## src/sv/glla_pkg.sv

```systemverilog
// ----------------------------------------------------------------------------
// glla_pkg
// Shared types and constants for the greedy line layout and alignment block.
// ----------------------------------------------------------------------------
package glla_pkg;

    // configuration port
    localparam int CFG_IDX_W  = 2;
    localparam int CFG_DATA_W = 15;

    localparam logic [CFG_IDX_W-1:0] REG_LINE_LENGTH = 2'd0;
    localparam logic [CFG_IDX_W-1:0] REG_TEXT_INDENT = 2'd1;
    localparam logic [CFG_IDX_W-1:0] REG_ALIGN_MODE  = 2'd2;

    // reset values of the registers
    localparam logic [14:0] LINE_LENGTH_RST = 15'd640;

    // alignment codes
    localparam logic [1:0] ALIGN_LEFT    = 2'd0;
    localparam logic [1:0] ALIGN_RIGHT   = 2'd1;
    localparam logic [1:0] ALIGN_CENTER  = 2'd2;
    localparam logic [1:0] ALIGN_JUSTIFY = 2'd3;

    // item mode codes
    localparam logic [1:0] MODE_GLYPH  = 2'd0;
    localparam logic [1:0] MODE_FONT   = 2'd1;
    localparam logic [1:0] MODE_FINISH = 2'd2;

    // glyph kind codes
    localparam logic [2:0] KIND_WORD  = 3'd0;
    localparam logic [2:0] KIND_SPACE = 3'd1;
    localparam logic [2:0] KIND_PRE   = 3'd2;
    localparam logic [2:0] KIND_BREAK = 3'd3;
    localparam logic [2:0] KIND_TAB   = 3'd4;

    // input queue between front and back
    localparam int QDEPTH = 2;

    // divider widths
    localparam int DIV_NW = 32;
    localparam int DIV_DW = 10;

    // classified operation
    typedef enum logic [2:0] {
        OP_NOP,
        OP_FONT,
        OP_FINISH,
        OP_BREAK,
        OP_TAB,
        OP_GLYPH
    } glla_op_t;

    typedef struct packed {
        glla_op_t    op;
        logic        is_ws;
        logic        plain_ws;
        logic [11:0] width;
        logic [9:0]  fheight;
        logic [9:0]  fascent;
        logic [7:0]  fspace;
    } glla_item_t;

    // one placed glyph
    typedef struct packed {
        logic [15:0] num;
        logic [15:0] x;
        logic [15:0] y;
        logic [15:0] ln;
        logic [15:0] tab;
        logic        ovf;
    } glla_rec_t;

    // run store entry
    typedef struct packed {
        logic [15:0] num;
        logic [15:0] x;
        logic [11:0] w;
        logic [9:0]  asc;
        logic        ws;
    } glla_run_t;

    // line store entry
    typedef struct packed {
        logic [15:0] num;
        logic [15:0] x;
        logic [15:0] y;
        logic [15:0] ln;
        logic [9:0]  asc;
        logic        ws;
    } glla_line_t;

    // back end to result buffer
    typedef struct packed {
        logic      we;
        logic      start;
        glla_rec_t rec;
    } glla_ob_ctl_t;

    // saturating 16-bit add
    function automatic logic [15:0] sat16(input logic [15:0] a, input logic [15:0] b);
        logic [16:0] s;
        s = {1'b0, a} + {1'b0, b};
        return s[16] ? 16'hFFFF : s[15:0];
    endfunction

endpackage

```

## src/sv/glla_front.sv

```systemverilog
// ----------------------------------------------------------------------------
// glla_front
// Accepts input items, classifies them and holds them in a short queue.
// ----------------------------------------------------------------------------
module glla_front
    import glla_pkg::*;
(
    input  logic        aclk,
    input  logic        aresetn,
    input  logic        s_valid,
    output logic        s_ready,
    input  logic [1:0]  s_mode,
    input  logic [2:0]  s_glyph_kind,
    input  logic [11:0] s_glyph_width,
    input  logic [9:0]  s_font_line_height,
    input  logic [9:0]  s_font_ascent,
    input  logic [7:0]  s_font_space_width,
    output logic        q_valid,
    output glla_item_t  q_item,
    input  logic        q_pop
);

    localparam int PW = $clog2(QDEPTH);
    localparam int CW = $clog2(QDEPTH + 1);

    glla_item_t     q_mem [QDEPTH];
    logic [PW-1:0]  wr_ptr_reg, wr_ptr_next;
    logic [PW-1:0]  rd_ptr_reg, rd_ptr_next;
    logic [CW-1:0]  cnt_reg, cnt_next;
    glla_item_t     cls;
    logic           push;

    // classify the incoming item
    always_comb begin
        cls          = '0;
        cls.width    = s_glyph_width;
        cls.fheight  = s_font_line_height;
        cls.fascent  = s_font_ascent;
        cls.fspace   = s_font_space_width;
        cls.is_ws    = (s_glyph_kind == KIND_SPACE) || (s_glyph_kind == KIND_PRE);
        cls.plain_ws = (s_glyph_kind == KIND_SPACE);
        case (s_mode)
            MODE_GLYPH: begin
                case (s_glyph_kind)
                    KIND_BREAK: cls.op = OP_BREAK;
                    KIND_TAB:   cls.op = OP_TAB;
                    default:    cls.op = OP_GLYPH;
                endcase
            end
            MODE_FONT:   cls.op = OP_FONT;
            MODE_FINISH: cls.op = OP_FINISH;
            default:     cls.op = OP_NOP;
        endcase
    end

    assign s_ready = (cnt_reg != CW'(QDEPTH));
    assign push    = s_valid && s_ready;
    assign q_valid = (cnt_reg != '0);
    assign q_item  = q_mem[rd_ptr_reg];

    // queue pointers
    always_comb begin
        wr_ptr_next = wr_ptr_reg;
        rd_ptr_next = rd_ptr_reg;
        cnt_next    = cnt_reg;
        if (push) begin
            wr_ptr_next = (wr_ptr_reg == PW'(QDEPTH - 1)) ? '0 : wr_ptr_reg + 1'b1;
        end
        if (q_pop) begin
            rd_ptr_next = (rd_ptr_reg == PW'(QDEPTH - 1)) ? '0 : rd_ptr_reg + 1'b1;
        end
        if (push && !q_pop) begin
            cnt_next = cnt_reg + 1'b1;
        end else if (!push && q_pop) begin
            cnt_next = cnt_reg - 1'b1;
        end
    end

    always_ff @(posedge aclk) begin
        if (!aresetn) begin
            wr_ptr_reg <= '0;
            rd_ptr_reg <= '0;
            cnt_reg    <= '0;
        end else begin
            wr_ptr_reg <= wr_ptr_next;
            rd_ptr_reg <= rd_ptr_next;
            cnt_reg    <= cnt_next;
        end
    end

    // queue storage
    always_ff @(posedge aclk) begin
        if (push) begin
            q_mem[wr_ptr_reg] <= cls;
        end
    end

endmodule

```

## config.mk

```make
export PLATFORM = sky130hd
export DESIGN_NAME = glla_front
export DESIGN_NICKNAME = d
export VERILOG_FILES = /design/src/sv/glla_pkg.sv /design/src/sv/glla_front.sv
export SDC_FILE = /design/constraint.sdc
export NUM_CORES = 1
export LEC_CHECK = 0
export BUFFER_PORTS_ARGS = -buffer_cell sky130_fd_sc_hd__buf_4
export CORE_ASPECT_RATIO = 0.9
export CORE_MARGIN = 2
export CORE_UTILIZATION = 47
export DETAILED_ROUTE_END_ITERATION = 8
export GPL_TIMING_DRIVEN = 0
export PLACE_DENSITY = 0.85
export SYNTH_ARGS = -nofsm -noshare
export SYNTH_HDL_FRONTEND = slang
export SYNTH_SLANG_ARGS = --single-unit
```

## constraint.sdc

```tcl
create_clock -name aclk -period 2 [get_ports aclk]
set_input_delay 0.2 -clock aclk [delete_from_list [all_inputs] [get_ports aclk]]
set_output_delay 0.2 -clock aclk [all_outputs]
set_load 0.01 [all_outputs]
```

# Word level (Yosys, flattened, before mapping)
# Memory sizes are Yosys's and may differ from the RTL's. A register that Yosys moved wholly into a read port is not among the register bits.
# Cells that the tools add are included.
op_classes:
  n_addsub: 4
  multipliers: 0
  n_div: 0
  n_lt_le_gt_ge: 0
  eq_ne: 7
  n_shift: 0
  muxes: 10
  bitwise_logic: 0
  reduce_logical: 9
ops:
  columns: ["cell", "count"]
  rows:
  - ["3-bit case mux with 3 select lines", 1]
  - ["3-bit by 2-bit == test with 1-bit output (second input constant)", 2]
  - ["1-bit two-way mux", 6]
  - ["3-bit case mux with 2 select lines", 1]
  - ["2-bit two-way mux", 2]
  - ["2-bit nonzero test", 2]
  - ["3-bit by 1-bit == test with 1-bit output (second input constant)", 1]
  - ["3-bit == test (second input constant)", 1]
  - ["1-bit logical AND", 3]
  - ["1-bit adder (second input constant)", 2]
  - ["2-bit by 1-bit adder with 2-bit output (second input constant)", 1]
  - ["2-bit by 1-bit == test with 1-bit output (second input constant)", 1]
  - ["2-bit == test (second input constant)", 1]
  - ["1-bit logical NOT", 2]
  - ["2-bit logical NOT", 1]
  - ["2-bit inequality test (second input constant)", 1]
  - ["2-bit by 1-bit subtractor with 2-bit output (second input constant)", 1]
  - ["1-bit logical OR", 1]
totals:
  ff_bits: 4
  latch_bits: 0
  ram_bits: 90
  romBits: 0
  input_bits: 49
  output_inout_bits: 47
  word_cells: 34
  mem_count: 1
mem_list:
  columns: ["name", "depth", "width", "read_ports", "rd_ports_with_merged_regs", "write_ports", "line_no", "rtl"]
  rows:
  - ["q_mem", 2, 45, 1, 1, 1, "glla_front.sv:26", "glla_item_t q_mem [QDEPTH];"]

# Depth between registers and ports, before layout
logic_depth:
  ltp_word: 6
  ltp_mapped: 6
  depth_no_buf: 6

# Worst setup path before layout
# No wires, ideal clock.
synth_timing:
  path_kind: "register -> register"
  start: "register cnt_reg[0]"
  end: "memory q_mem[1][0] (netlist bit) (enable)"
  setup_time_ns: 0.407
  arrival_time_ns: 1.676
  required_ns: 1.593
  slack_ns: -0.083
  stages_incl_launch_ff: 3
  path_buffers: 0
  synth_period_minus_slack_ns: 2.083
  path_cell_list: "dfxtp_1 > nand2b_4 > and3_1"
synth_via:
  elab_chain_cells: 4
synth_lines:
  columns: ["element", "line_no", "rtl"]
  rows:
  - ["start, declared", "glla_front.sv:29", "logic [CW-1:0] cnt_reg, cnt_next;"]
  - ["start signal, assigned", "glla_front.sv:87", "cnt_reg <= cnt_next;"]
  - ["2-bit inequality test", "glla_front.sv:56", "assign s_ready = (cnt_reg != CW'(QDEPTH));"]
  - ["net s_ready", "glla_front.sv:11", "output logic s_ready,"]
  - ["1-bit logical AND", "glla_front.sv:57", "assign push = s_valid && s_ready;"]
  - ["1-bit two-way mux", "glla_front.sv:93", "if (push) begin"]
  - ["1-bit two-way mux (not written as such)", "glla_front.sv:94", "q_mem[wr_ptr_reg] <= cls;"]
  - ["end, declared", "glla_front.sv:26", null]
# The timed path passes the listed nets, and every way through them passes these cells.

==> flow_summary.json <==
{
  "run_status": "finished clean",
  "p_sw_share_pct": 23.2,
  "core_area_um2": 7180,
  "dieArea_um2": 8240,
  "finalWirelength_um": 5820,
  "final-seq-area_um2": 2800,
  "largest_reg_flops": 90,
  "grt_max_degree": 46,
  "period_needed_ns": 1.81,
  "cts_setup_buffers": 0,
  "chipHeight_um": 86.3,
  "cts_buffer_depth": 2,
  "mappedNetlistNets": 223,
  "grt_overflow": 0,
  "synth-seq-area-share_pct": 79.2,
  "required_ns": 1.80,
  "p_leak_nw": 1.72,
  "ctsHoldBuffers": 0,
  "busiest_layer": "met2",
  "clock-root-buffer": "clkbuf_8",
  "insertion_delay_ns": 0.35,
  "seq_power_share_pct": 55.4,
  "fmax_ghz": 0.552,
  "total_power_mw": 4.44,
  "hold_end": "q_mem[0][25]",
  "gr-usage-met2_pct": 26.2,
  "rr_endpoint": "q_mem[0][8]",
  "ys_ff_latch": 95,
  "finalHoldViolCount": 0,
  "power.density_nw_per_um2": 968,
  "reg2reg_setup_slack_ns": 0.31,
  "drive_gt1_share_pct": 57.9,
  "fin_area_um2": 4590,
  "use_met3_pct": 6.61,
  "die_x_um": 95.5,
  "drc_errors": 0,
  "drtPass1Iterations": 4,
  "hpwl_um": 4050,
  "vdd_drop_max_uv": 967,
  "dpl.cell_count": 362,
  "cap_violations": 0,
  "finalNonFillerCells": 378,
  "synth_cell_type_count": 23,
  "cts_tree": "built",
  "setup_violations": 0,
  "tightest_slew_ns": 0.609,
  "critical_path_peak_fanout": 10,
  "cts_max_level": 3,
  "n_fill_cell": 536,
  "pwr-share-clk_pct": 26.4,
  "ios": 96,
  "fin_skew_ns": 0.00624,
  "grt_pass1_wl_um": 8980,
  "drt-vias-per-instance": 4.96,
  "grt_usage_pct": 14.9,
  "hold_path.class": "in -> reg",
  "drv_slew": 0,
  "place_area_um2": 4400,
  "fin_crit_sh_pct": 90.5,
  "cts_buffers": 9,
  "wire_per_inst_um": 15.4,
  "grt_pass1_vias": 1923,
  "met1_usage_pct": 16.3,
  "ff2ff_path_depth": 4,
  "num_antenna_cells": 0,
  "multiInputGateArea_um2": 698,
  "layout_commonest_cell": "buf_4",
  "min_from": "s_font_line_height[7]",
  "clk_pin_slew_worst_paths_ns": 0.08,
  "rsz0062_at_grt": "false",
  "clock-sinks": 95,
  "start_util_pct": 49.3,
  "antenna_found_initial": 0,
  "reg2reg_from": "cnt_reg[0]",
  "power_frac_comb_pct": 18.3,
  "cp.arrival_ns": 1.61,
  "power_switching_mw": 1.03,
  "avgSynthCellArea_um2": 20.5,
  "critical_path_class": "reg -> out",
  "postRouteAntennaNets": 0,
  "cts.repair.resized": 0,
  "worstSetupEndpointType": "output port",
  "worstHoldPathCells": 1,
  "synth_cells": 173,
  "num_vias": 1875,
  "internal_power_mw": 3.41,
  "max_slew_margin_pct": 59.4,
  "area_delta_synth_final_pct": 29.7,
  "mostFrequentLayoutCells": "buf_4, edfxtp_1, mux2_2",
  "io_buffers": 95,
  "gp_congestion": 0.687,
  "nNetsFinal": 330,
  "postLayoutCoreUtil_pct": 63.9,
  "syn_area_um2": 3540,
  "yosysWarnings": 0,
  "drt-initial-drc-count": 113,
  "crit_path_start_kind": "flop",
  "fp-row-count": 29
}
-- cell type report --
class	count	area share, %
inverter	2	0.164
tap	93	2.54
sequential	95	61.1
clock buffer	10	2.78
buffer	5	0.763
clock inverter	6	1.34
multi-input combinational	71	15.2
timing repair buffer	96	16.1
-- power groups by stage --
stage | combinational (mW) | sequential (mW) | clock, mW
4_1_cts | 0.830 | 2.46 | 1.20
6_report | 0.813 | 2.46 | 1.17
3_5_place_dp | 0.824 | 2.51 | 0
5_1_grt | 0.885 | 2.48 | 1.29
2_1_floorplan | 0.416 | 2.49 | 0
3_3_place_gp | 0.779 | 2.50 | 0
-- synth_stat cells --
library cell | instances | area share, %
dfxtp_1 | 5 | 2.8
o21ai_0 | 1 | 0.14
a21bo_2 | 1 | 0.28
nor2b_1 | 3 | 0.53
or3_1 | 1 | 0.18
and2_1 | 4 | 0.71
nand2b_4 | 1 | 0.39
buf_2 | 1 | 0.14
nand3b_1 | 1 | 0.21
mux2_2 | 45 | 14
a21oi_1 | 1 | 0.14
ha_1 | 1 | 0.35
nor4b_1 | 1 | 0.25
inv_1 | 2 | 0.21
xnor2_1 | 2 | 0.50
nor2_1 | 3 | 0.32
a21boi_1 | 1 | 0.21
edfxtp_1 | 90 | 76
a21boi_0 | 1 | 0.21
xor2_1 | 2 | 0.50
buf_4 | 4 | 0.85
or2_2 | 1 | 0.18
and3_1 | 1 | 0.18
-- how the worst max path moves through the flow --
stage	from	depth (start not counted)	slack, ns	end
global route	flop	4	0.08	q_item[11]
global placement	cnt_reg[0]	3	-0.35	q_mem[0][7]
CTS	cnt_reg[0]	2	0.08	q_mem[1][9]
finish	flop	4	0.19	q_item[13]
detailed placement	cnt_reg[0]	2	0.1	q_mem[1][36]
floorplan	cnt_reg[0]	3	0.08	q_mem[0][0]
-- metal layers --
layer  wire length (um)  vias up
met4                 62        0
li1                   -      880
met3                475        7
met2               3050       72
met1               2230      916
met5                  0        -
-- through the flow --
| step | TNS (ns) | hold slack [ns] | setup WS (ns) |
|---|---|---|---|
| 2_1_floorplan | 0 | 0.299 | 0.0803 |
| 3_3_place_gp | -15.73 | 0.385 | -0.352 |
| 3_5_place_dp | 0 | 0.388 | 0.0973 |
| 4_1_cts | 0 | 0.0100 | 0.0758 |
| 5_1_grt | 0 | 0.00313 | 0.0840 |
| 6_report | 0 | 0.0307 | 0.189 |
-- critical path: stages, from the launching register on --
cell,delay [ns]
dfxtp_1,0.31
buf_2,0.21
buf_4,0.24
mux2_2,0.36
buf_4,0.14
-- logic make-up (layout without fill, tap and decap cells) --
kind of cell,Yosys count,after routing,share of synthesized area [%]
buffers and inverters,7,119,1.20
AO/OA/AOI/OAI,5,5,0.990
flip-flops,95,95,79.2
XOR/XNOR,4,4,0.990
multiplexers,45,45,14.3
AND/OR/NAND/NOR,16,16,2.94
adder cells (fa/ha/maj),1,1,0.354
Power figures use the tool's default switching activity.
